===== src/rtl/core/swmf_pkg.sv =====
// Shared types and constants of the sliding window median filter.
// Used by swmf_ring, sliding_window_median_filter and the testbench; depends on nothing else.
package swmf_pkg;

   localparam int WINDOW_DEFAULT = 16;
   localparam int SAMPLE_W       = 10;
   localparam int REQ_TDATA_W    = 16;
   localparam int RSP_TDATA_W    = 24;

   typedef enum logic [2:0] {
      ST_IDLE,
      ST_FETCH,
      ST_PRIME,
      ST_SWEEP,
      ST_FLUSH
   } state_type;

   typedef struct packed {
      logic rd_en;
      logic wr_en;
   } ring_ctl_type;

endpackage


===== src/rtl/core/swmf_ring.sv =====
// Arrival-order ring of window samples with its write pointer and per-entry valid bits.
// Depends on swmf_pkg for the sample width and the control struct.
module swmf_ring #(
   parameter int WINDOW = swmf_pkg::WINDOW_DEFAULT
) (
   input  logic                          clock,
   input  logic                          reset,
   input  swmf_pkg::ring_ctl_type        ctl,
   input  logic [swmf_pkg::SAMPLE_W-1:0] wr_data,
   output logic [swmf_pkg::SAMPLE_W-1:0] rd_data
);

   localparam int IDX_W = $clog2(WINDOW);
   localparam logic [IDX_W-1:0] LAST_IDX = IDX_W'(WINDOW - 1);

   logic [swmf_pkg::SAMPLE_W-1:0] ring_mem [WINDOW];
   logic [swmf_pkg::SAMPLE_W-1:0] rd_q_ff;
   logic                          rd_valid_ff;
   logic [WINDOW-1:0]             valid_ff;
   logic [WINDOW-1:0]             valid_in;
   logic [IDX_W-1:0]              wp_ff;
   logic [IDX_W-1:0]              wp_in;

   always_comb begin
      valid_in = valid_ff;
      wp_in    = wp_ff;
      if (ctl.wr_en) begin
         valid_in[wp_ff] = 1'b1;
         wp_in           = (wp_ff == LAST_IDX) ? '0 : wp_ff + IDX_W'(1);
      end
   end

   always_ff @(posedge clock) begin
      if (reset) begin
         valid_ff <= '0;
         wp_ff    <= '0;
      end else begin
         valid_ff <= valid_in;
         wp_ff    <= wp_in;
      end
   end

   always_ff @(posedge clock) begin
      if (ctl.wr_en) begin
         ring_mem[wp_ff] <= wr_data;
      end
      if (ctl.rd_en) begin
         rd_q_ff     <= ring_mem[wp_ff];
         rd_valid_ff <= valid_ff[wp_ff];
      end
   end

   // Entries never written since reset read as zero.
   assign rd_data = rd_valid_ff ? rd_q_ff : '0;

endmodule


===== src/rtl/core/sliding_window_median_filter.sv =====
// Top level of the sliding window median filter: handshakes, sequencer and sorted copy.
// Depends on swmf_pkg and instantiates swmf_ring.
//
// Channel  Direction  Handshake                       Payload
// req      in         req_tvalid / req_tready         req_tdata: sample_value
// rsp      out        rsp_tvalid / rsp_tready         rsp_tdata: sample_echo, median_value
//
// Between one accepted request and the next, an item makes one pass over the sorted-copy memory,
// one entry per cycle, read ahead on one port and written back on a separate write port.
// Reset clears the window through valid bits, so no clearing pass is needed.
// A result waits in the output register while the next request is processed;
// only a result that finds that register still full holds the sequencer.
module sliding_window_median_filter #(
   parameter int WINDOW = swmf_pkg::WINDOW_DEFAULT
) (
   input  logic                             clock,
   input  logic                             reset,
   input  logic                             req_tvalid,
   output logic                             req_tready,
   input  logic [swmf_pkg::REQ_TDATA_W-1:0] req_tdata,  // [9:0] sample_value
   output logic                             rsp_tvalid,
   input  logic                             rsp_tready,
   output logic [swmf_pkg::RSP_TDATA_W-1:0] rsp_tdata   // [9:0] sample_echo, [19:10] median_value
);

   localparam int SW    = swmf_pkg::SAMPLE_W;
   localparam int IDX_W = $clog2(WINDOW);
   localparam logic [IDX_W-1:0] LAST_IDX = IDX_W'(WINDOW - 1);
   localparam logic [IDX_W-1:0] MID_IDX  = IDX_W'(WINDOW / 2);
   localparam logic [IDX_W:0]   DEPTH    = (IDX_W + 1)'(WINDOW);

   swmf_pkg::state_type    state_ff, state_in;
   swmf_pkg::ring_ctl_type ring_ctl;

   logic [SW-1:0]    sample_ff, sample_in;
   logic [SW-1:0]    cur_ff, cur_in;
   logic [SW-1:0]    tprev_ff, tprev_in;
   logic [SW-1:0]    median_ff, median_in;
   logic [SW-1:0]    echo_ff, echo_in;
   logic [SW-1:0]    rsp_median_ff, rsp_median_in;
   logic [IDX_W-1:0] step_ff, step_in;
   logic             drop_ff, drop_in;
   logic             primed_ff, primed_in;
   logic             rsp_valid_ff, rsp_valid_in;

   logic [SW-1:0]    sort_mem [WINDOW];
   logic [SW-1:0]    sq_ff;
   logic             sort_rd_en;
   logic [IDX_W-1:0] sort_rd_addr;
   logic             sort_wr_en;

   logic [SW-1:0]    old_sample;
   logic [SW-1:0]    s_next;
   logic [SW-1:0]    t_k;
   logic [SW-1:0]    sort_out;
   logic [IDX_W:0]   ahead_idx;
   logic             drop_k;
   logic             t_ok;
   logic             prev_ok;
   logic             is_last;

   swmf_ring #(
      .WINDOW(WINDOW)
   ) u_ring (
      .clock  (clock),
      .reset  (reset),
      .ctl    (ring_ctl),
      .wr_data(sample_ff),
      .rd_data(old_sample)
   );

   // One step of removing the oldest sample from the sorted copy and inserting the new one.
   always_comb begin
      is_last   = (step_ff == LAST_IDX);
      s_next    = primed_ff ? sq_ff : '0;
      drop_k    = drop_ff | (cur_ff == old_sample);
      t_k       = drop_k ? s_next : cur_ff;
      t_ok      = !is_last && (t_k <= sample_ff);
      prev_ok   = (step_ff == '0) || (tprev_ff <= sample_ff);
      sort_out  = t_ok ? t_k : (prev_ok ? sample_ff : tprev_ff);
      ahead_idx = {1'b0, step_ff} + (IDX_W + 1)'(2);
   end

   always_comb begin
      state_in      = state_ff;
      sample_in     = sample_ff;
      cur_in        = cur_ff;
      tprev_in      = tprev_ff;
      median_in     = median_ff;
      echo_in       = echo_ff;
      rsp_median_in = rsp_median_ff;
      step_in       = step_ff;
      drop_in       = drop_ff;
      primed_in     = primed_ff;
      rsp_valid_in  = rsp_valid_ff & ~rsp_tready;
      req_tready    = 1'b0;
      ring_ctl      = '0;
      sort_rd_en    = 1'b0;
      sort_rd_addr  = '0;
      sort_wr_en    = 1'b0;

      unique case (state_ff)
         swmf_pkg::ST_IDLE: begin
            req_tready = 1'b1;
            if (req_tvalid) begin
               sample_in = req_tdata[SW-1:0];
               state_in  = swmf_pkg::ST_FETCH;
            end
         end
         swmf_pkg::ST_FETCH: begin
            ring_ctl.rd_en = 1'b1;
            sort_rd_en     = 1'b1;
            sort_rd_addr   = '0;
            state_in       = swmf_pkg::ST_PRIME;
         end
         swmf_pkg::ST_PRIME: begin
            ring_ctl.wr_en = 1'b1;
            cur_in         = s_next;
            sort_rd_en     = 1'b1;
            sort_rd_addr   = IDX_W'(1);
            drop_in        = 1'b0;
            step_in        = '0;
            state_in       = swmf_pkg::ST_SWEEP;
         end
         swmf_pkg::ST_SWEEP: begin
            sort_wr_en = 1'b1;
            cur_in     = s_next;
            tprev_in   = t_k;
            drop_in    = drop_k;
            if (step_ff == MID_IDX) begin
               median_in = sort_out;
            end
            if (ahead_idx < DEPTH) begin
               sort_rd_en   = 1'b1;
               sort_rd_addr = ahead_idx[IDX_W-1:0];
            end
            if (is_last) begin
               primed_in = 1'b1;
               state_in  = swmf_pkg::ST_FLUSH;
            end else begin
               step_in = step_ff + IDX_W'(1);
            end
         end
         swmf_pkg::ST_FLUSH: begin
            if (!rsp_valid_ff || rsp_tready) begin
               rsp_valid_in  = 1'b1;
               echo_in       = sample_ff;
               rsp_median_in = median_ff;
               state_in      = swmf_pkg::ST_IDLE;
            end
         end
         default: begin
            state_in = swmf_pkg::ST_IDLE;
         end
      endcase
   end

   always_ff @(posedge clock) begin
      if (reset) begin
         state_ff     <= swmf_pkg::ST_IDLE;
         step_ff      <= '0;
         drop_ff      <= 1'b0;
         primed_ff    <= 1'b0;
         rsp_valid_ff <= 1'b0;
      end else begin
         state_ff     <= state_in;
         step_ff      <= step_in;
         drop_ff      <= drop_in;
         primed_ff    <= primed_in;
         rsp_valid_ff <= rsp_valid_in;
      end
   end

   always_ff @(posedge clock) begin
      sample_ff     <= sample_in;
      cur_ff        <= cur_in;
      tprev_ff      <= tprev_in;
      median_ff     <= median_in;
      echo_ff       <= echo_in;
      rsp_median_ff <= rsp_median_in;
   end

   always_ff @(posedge clock) begin
      if (sort_wr_en) begin
         sort_mem[step_ff] <= sort_out;
      end
      if (sort_rd_en) begin
         sq_ff <= sort_mem[sort_rd_addr];
      end
   end

   assign rsp_tvalid = rsp_valid_ff;
   assign rsp_tdata  = {(swmf_pkg::RSP_TDATA_W - 2 * SW)'(0), rsp_median_ff, echo_ff};

   a_accept_starts_fetch: assert property (
      @(posedge clock) disable iff (reset)
      req_tvalid && req_tready |=> state_ff == swmf_pkg::ST_FETCH
   ) else $error("accepted request did not start a window update");

   a_sweep_runs_full: assert property (
      @(posedge clock) disable iff (reset)
      state_ff == swmf_pkg::ST_SWEEP && step_ff != LAST_IDX |=> state_ff == swmf_pkg::ST_SWEEP
   ) else $error("sorted-copy pass ended early");

   a_flush_after_sweep: assert property (
      @(posedge clock) disable iff (reset)
      $rose(state_ff == swmf_pkg::ST_FLUSH) |-> $past(step_ff) == LAST_IDX && primed_ff
   ) else $error("result staged before the pass covered the whole window");

   a_result_needs_flush: assert property (
      @(posedge clock) disable iff (reset)
      $rose(rsp_tvalid) |-> $past(state_ff) == swmf_pkg::ST_FLUSH
   ) else $error("result raised outside the flush step");

endmodule


===== config.mk =====
export PLATFORM = sky130hd
export DESIGN_NAME = sliding_window_median_filter
export DESIGN_NICKNAME = d
export VERILOG_FILES = /design/src/rtl/core/swmf_pkg.sv /design/src/rtl/core/swmf_ring.sv /design/src/rtl/core/sliding_window_median_filter.sv
export SDC_FILE = /design/constraint.sdc
export NUM_CORES = 1
export LEC_CHECK = 0
export BUFFER_PORTS_ARGS = -buffer_cell sky130_fd_sc_hd__buf_2
export CORE_MARGIN = 2
export CORE_UTILIZATION = 54
export CTS_CLUSTER_DIAMETER = 60
export DETAILED_ROUTE_END_ITERATION = 16
export PLACE_DENSITY = 0.79
export SYNTH_ARGS = -nofsm -noshare
export SYNTH_HDL_FRONTEND = slang
export SYNTH_SLANG_ARGS = --single-unit
export TNS_END_PERCENT = 1

===== constraint.sdc =====
create_clock -name clock -period 3.4 [get_ports clock]
set_input_delay 0 -clock clock [delete_from_list [all_inputs] [get_ports clock]]
set_output_delay 0 -clock clock [all_outputs]
set_load 0.005 [all_outputs]

==> results of run 1 <==
==> metrics by stage <==
| stage | setup TNS, ns | utilization | instances | cell area [um^2] | setup slack, ns |
|---|---|---|---|---|---|
| 6_report | -27.44 | 0.629 | 1517 | 19700 | -0.196 |
| 5_1_grt | -44.08 | 0.629 | 1517 | 19700 | -0.293 |
| 4_1_cts | -20.17 | 0.626 | 1516 | 19700 | -0.143 |
| 3_5_place_dp | -28.09 | 0.582 | 1434 | 18300 | -0.193 |
| 3_3_place_gp | -11.10 | 0.582 | 1434 | 18300 | -0.0838 |
| 2_1_floorplan | 0 | - | 970 | 17200 | 0.00517 |
==> sequential cells by signal (all words and copies together) (netlist names), 9 cells and up <==
register and flops:
cur_ff 10, echo_ff 10, median_ff 9, rsp_median_ff 10
sample_ff 10, sort_mem 151, sq_ff 10, tprev_ff 10
u_ring.rd_q_ff 10, u_ring.ring_mem 160, u_ring.valid_ff 16
==> cells by family after synthesis <==
logic type               count (synthesis)
flip-flops                             421
adder cells (fa/ha/maj)                 29
buffers and inverters                   69
AND/OR/NAND/NOR                        219
other                                    1
XOR/XNOR                                12
AO/OA/AOI/OAI                          109
multiplexers                           107
==> report_power, final <==
| group | switching (mW) | leakage [nW] | internal (mW) |
|---|---|---|---|
| logic | 0.447 | 2.22 | 0.364 |
| registers | 0.0832 | 3.79 | 5.81 |
| clock network | 1.78 | 0.592 | 2.34 |
==> cell type report <==
class / count / area [um^2]
sequential: 421 / 12300
fill: 2043 / 11600
multi-input combinational: 481 / 4670
clock buffer: 57 / 1150
timing repair buffer: 126 / 951
tap: 402 / 503
inverter: 18 / 70.1
clock inverter: 12 / 60.1
==> synthesized netlist by cell type (6+ instances only) <==
library cell,n,area (um^2)
mux2_2,19,214
buf_2,12,60.1
nor2_1,66,248
a211oi_1,21,158
mux4_2,71,1600
nor2b_1,22,138
xor2_1,6,52.6
mux2_4,8,120
buf_4,11,82.6
xnor2_1,6,52.6
dfxtp_1,30,601
nand2_1,44,165
inv_1,17,63.8
and2_1,27,169
nand3_1,16,80.1
a311oi_1,10,87.6
a311o_1,9,90.1
clkbuf_1,22,82.6
ha_1,29,363
nor3_1,17,85.1
o21ai_0,27,135
edfxtp_1,391,11700
a21oi_1,21,105
==> metal layers <==
metal,track usage,routed length [um],part of all wire,vias up
li1,-,-,-,4055
met1,0.348,15700,0.39,4878
met2,0.390,19200,0.48,598
met3,0.0457,3790,0.095,83
met4,0.0810,1200,0.030,0
met5,0,0,0,-
==> worst paths after layout <==
kind	start	end	slack, ns	cells after the start
min	reset	step_ff[0]	0.006	2
max	cur_ff[3]	sort_mem[1][4]	-0.20	14
min reg2reg	u_ring.valid_ff[10]	u_ring.valid_ff[10]	0.47	2
max reg2reg	cur_ff[3]	sort_mem[1][4]	-0.20	14
==> what timing repair did <==
action | CTS | global route
setup buffers | 0 | 1
resized for setup | 8 | 10
hold buffers | 12 | 0
gates cloned | 1 | 0
endpoints found under the hold margin | 13 | 0
setup endpoints to repair | 160 | 160
pin swaps | 2 | 0
==> impl_metrics.py, run 1 <==
metrics = {
    "status": {
        "outcome": "finished with violations",
        "violations": "negative setup slack",
    },
    "routing": {
        "drt_iter0_markers": 1269,
        "routedWlPerCell_um": 26.3,
        "avgViaCountPerCell": 6.34,
        "route.detailed.drc": 0,
        "final_antenna_net_count": 0,
        "drt_wl_total_um": 39900,
        "vias": 9614,
        "dr.pass1.iters": 5,
    },
    "setup_path": {
        "cpMaxStageDelayCell": "edfxtp_1",
        "critical_path_arrival_ns": 3.83,
        "path_delay_family": "multiplexers",
        "critical-path-max-stage-delay_ns": 0.43,
        "crit_type": "reg2reg",
        "crit_required_ns": 3.64,
        "worstPathMaxFanout": 16,
        "critPathBufInv": 3,
        "end_kind": "flip-flop",
        "critPathLaunchType": "flip-flop",
        "crit_chain": "and4bb_2, a31o_4, a22o_1, a41oi_2, buf_12, mux2_4, ha_4, and4_4, nand2_2, nor3_2, buf_4, a21oi_4, buf_12, mux2_4",
    },
    "placed_design": {
        "gp_congestion": 0.867,
        "portBuffers": 35,
        "hpwl_um": 24300,
    },
    "grt": {
        "grt_usage": 0.245,
        "grt_pass1_vias": 9629,
        "antenna_found_initial": 0,
        "grt_first_pass_wirelength_um": 59800,
        "grt-ovfl-total": 0,
        "grt_max_degree": 81,
    },
    "synth": {
        "syn_inst": 967,
        "yosys.area_share.simple": 0.0650,
        "yosys_warnings": 0,
        "synth_compound_gate_area_share": 0.0447,
        "synth_flop_cell": "edfxtp_1",
        "synth-seq-cells": 421,
        "synth_mux_area_frac": 0.122,
        "ys_types": 57,
        "synth-edff-count": 391,
        "ys_seq_area_frac": 0.721,
        "synthAdderAreaFrac": 0.0212,
        "netlist_area_mm2": 0.0171,
        "avgSynthCellArea_um2": 17.7,
        "synth-xor-area-share": 0.00614,
        "synth_top_family_by_area": "multiplexers",
        "synthArstFlopShare": 0,
    },
    "flow_run": {
        "max_cap_viol_count": 0,
    },
    "cts": {
        "clk_latency_ns": 0.52,
        "cts.sinks": 421,
        "cts_root_buf": "clkbuf_16",
        "cts_made_buffers": 39,
        "clkTransAtPathRegs_ns": 0.06,
        "htreeDepth": 2,
        "cts_tree": "built",
        "cts.path.max_buffers": 3,
    },
    "sta": {
        "rsz0062_at_grt": "yes",
        "report.final.hold_viol_count": 0,
        "worst_slack_ns": -0.196,
        "min_period_ns": 3.60,
        "skew_ns": 0.0150,
        "whs_ns": 0.00610,
        "clock.fmax_mhz": 278,
        "worst_pin_slew_ns": 1.07,
        "slew_violations": 0,
        "min_period_over_period": 1.06,
        "setup_violations": 160,
        "max_slew_margin": 0.284,
    },
    "floorplanning": {
        "die_y_um": 182,
        "rows": 65,
        "ios": 46,
        "die_x_um": 182,
        "dieArea_mm2": 0.0331,
        "fp.coreArea_mm2": 0.0314,
        "start_util": 0.545,
    },
    "power_and_ir_drop": {
        "p_leak_nw": 6.59,
        "ir_drop_uv": 577,
        "p_total_mw": 10.8,
        "p_per_area_mw_per_mm2": 548,
    },
    "layout": {
        "final_cell_mix": "edfxtp_1, buf_4, mux4_2, nor2_1, nand2_1",
        "antenna_cells": 0,
        "syn_to_final_growth_pct": 15.3,
        "nNetsFinal": 1136,
        "final_common_cell": "edfxtp_1",
        "drive_gt1_frac": 0.272,
    },
    "worst_hold_path": {
        "hp-class": "in2reg",
    },
}
Power figures use the tool's default switching activity.
==> inputs of run 2 (changes only) <==
==> constraint.sdc (replaced) <==
create_clock -name clock -period 3.4 [get_ports clock]
set_input_delay 0.17 -clock clock [delete_from_list [all_inputs] [get_ports clock]]
set_output_delay 0.17 -clock clock [all_outputs]
set_load 0.005 [all_outputs]
==> run 2 against run 1 <==
Effect of this change:
- the run still ends with negative setup slack left
- sequential cell count did not move
- final area barely moved
- wire length grew 0.95%
- clock power increased by 5.1%
- register-to-register slack about the same
- fmax about the same
- sequential power is essentially flat
- sequential share of layout area is 0.060 points higher
- clock-buffer cell count fell by 8
- worst setup slack gained 0.00069 ns
- critical path type unchanged
- critical endpoint is now sort_mem[4][8]
- largest power group unchanged
==> impl_metrics.py, run 2 (synthesis results as in run 1) <==
metrics = {
    "setup_path": {
        "reg2reg_depth": 13,
        "r2r_slack_ns": -0.20,
        "critical_path_arrival_ns": 3.84,
        "crit_type": "reg2reg",
        "crit_cells": 13,
        "critical-path-max-stage-delay_ns": 0.44,
        "worstPathMaxFanout": 16,
        "startpoint": "u_ring.rd_q_ff[2]",
        "crit_required_ns": 3.64,
        "r2r-start": "u_ring.rd_q_ff[2]",
        "cpMaxStageDelayCell": "edfxtp_1",
        "critPathLaunchType": "flip-flop",
        "r2r-end": "sort_mem[4][8]",
        "end_kind": "flip-flop",
        "critPathBufInv": 3,
        "crit_chain": "and4bb_2, a31o_2, a22o_1, a41oi_2, buf_12, mux2_4, ha_4, and4_4, buf_4, o31ai_2, a21oi_4, buf_12, mux2_4",
        "crit_end": "sort_mem[4][8]",
        "path_delay_family": "compound AO/OA/AOI/OAI gates",
    },
    "layout": {
        "antenna_cells": 0,
        "nNetsFinal": 1127,
        "syn_to_final_growth_pct": 15.2,
        "final_cell_mix": "edfxtp_1, mux4_2, buf_4, nor2_1, nand2_1",
        "fin_area_mm2": 0.0197,
        "largest_register": "u_ring.ring_mem",
        "drive_gt1_frac": 0.271,
        "largest_reg_flops": 160,
        "final_common_cell": "edfxtp_1",
        "reg.largest.list": "u_ring.ring_mem: 160 flops, sort_mem: 151 flops, u_ring.valid_ff: 16 flops",
    },
    "sta": {
        "max_slew_margin": 0.277,
        "whs_ns": 0.101,
        "worst_slack_ns": -0.196,
        "worst_pin_slew_ns": 1.08,
        "slew_violations": 0,
        "skew_ns": 0.0114,
        "setup_violations": 160,
        "rsz0062_at_grt": "yes",
        "min_period_ns": 3.60,
        "min_period_over_period": 1.06,
        "clock.fmax_mhz": 278,
        "report.final.hold_viol_count": 0,
    },
    "grt": {
        "grt_usage": 0.246,
        "grt_max_degree": 61,
        "grt_first_pass_wirelength_um": 59900,
        "antenna_found_initial": 1,
        "grt_pass1_vias": 9641,
        "grt-ovfl-total": 0,
    },
    "placed_design": {
        "gp_congestion": 0.889,
        "placed_area_mm2": 0.0182,
        "hpwl_um": 24100,
        "portBuffers": 35,
        "place_ws_ns": -0.206,
    },
    "floorplanning": {
        "die_y_um": 182,
        "ios": 46,
        "dieArea_mm2": 0.0331,
        "die_x_um": 182,
        "start_util": 0.545,
        "rows": 65,
        "fp.coreArea_mm2": 0.0314,
    },
    "routing": {
        "dr.pass1.iters": 5,
        "drt_wl_total_um": 40300,
        "avgViaCountPerCell": 6.37,
        "route.detailed.drc": 0,
        "final_antenna_net_count": 0,
        "drt_iter0_markers": 1344,
        "routedWlPerCell_um": 26.7,
        "vias": 9593,
    },
    "status": {
        "violations": "negative setup slack",
        "outcome": "finished with violations",
    },
    "worst_hold_path": {
        "hp-class": "in2reg",
        "min_delay_path_depth": 5,
    },
    "cts": {
        "cts.sinks": 421,
        "clkTransAtPathRegs_ns": 0.07,
        "clk_latency_ns": 0.52,
        "cts_made_buffers": 38,
        "cts.path.max_buffers": 3,
        "htreeDepth": 2,
        "cts_tree": "built",
        "cts_root_buf": "clkbuf_16",
    },
    "power_and_ir_drop": {
        "ir_drop_uv": 637,
        "p_leak_nw": 6.58,
        "p_total_mw": 11.0,
        "p_per_area_mw_per_mm2": 558,
    },
    "flow_run": {
        "max_cap_viol_count": 0,
    },
}
==> run 2: cell types whose count changed in the layout (fill, tap and decap cells not counted), sizes merged <==
cell,previous run,this run
clkinvlp,1,2
bufinv,0,4
buf,114,108
clkbuf,57,49
dlygate4sd3,12,11
clkinv,11,12
mux2,28,27
==> run 2: how the worst min path moves through the flow <==
stage | start | to
after floorplan | req_tdata[0] | sample_ff[0]
after CTS | req_tvalid | state_ff[0]
after global routing | req_tvalid | state_ff[0]
after detailed placement | req_tdata[3] | sample_ff[3]
final | req_tvalid | state_ff[0]
after global placement | req_tdata[4] | sample_ff[4]
==> run 2: metal layers <==
metal / vias to the layer above / track usage / routed length (um)
met5: - / 0 / 0
met4: 0 / 0.0897 / 1350
met3: 89 / 0.0459 / 4170
met2: 600 / 0.392 / 19500
met1: 4879 / 0.345 / 15300
li1: 4025 / - / -
==> run 2: area by class of cell <==
cell class,count,area [um^2]
inverter,18,70.1
clock buffer,49,1070
clock inverter,18,190
tap,402,503
fill,2020,11700
multi-input combinational,480,4650
sequential,421,12300
timing repair buffer,119,896
==> run 2: power by group <==
part           switching [mW]  internal (mW)  leakage [nW]  total, mW
clock network            1.80           2.52         0.615       4.32
registers              0.0849           5.81          3.79       5.89
logic                   0.449          0.357          2.17      0.806
==> run 2: tightest hold or removal path: cells and delay by family <==
family,cells,cell delay [ns]
compound gates,1,0.06
buf+inv,1,0.09
simple gates,3,0.26
==> run 2: repair_timing <==
item | CTS | global route
buffers inserted | 1 | 0
hold endpoints to repair | 11 | 0
gates resized for setup | 11 | 5
hold buffers | 11 | 0
endpoints found under the setup margin | 160 | 160
==> run 2: through the flow <==
stage               std cells  TNS (ns)   util
floorplan                 970         0      -
global placement         1428    -11.57  0.580
detailed placement       1428    -25.85  0.580
CTS                      1507    -17.87  0.627
global route             1507    -40.00  0.628
finish                   1507    -28.70  0.628
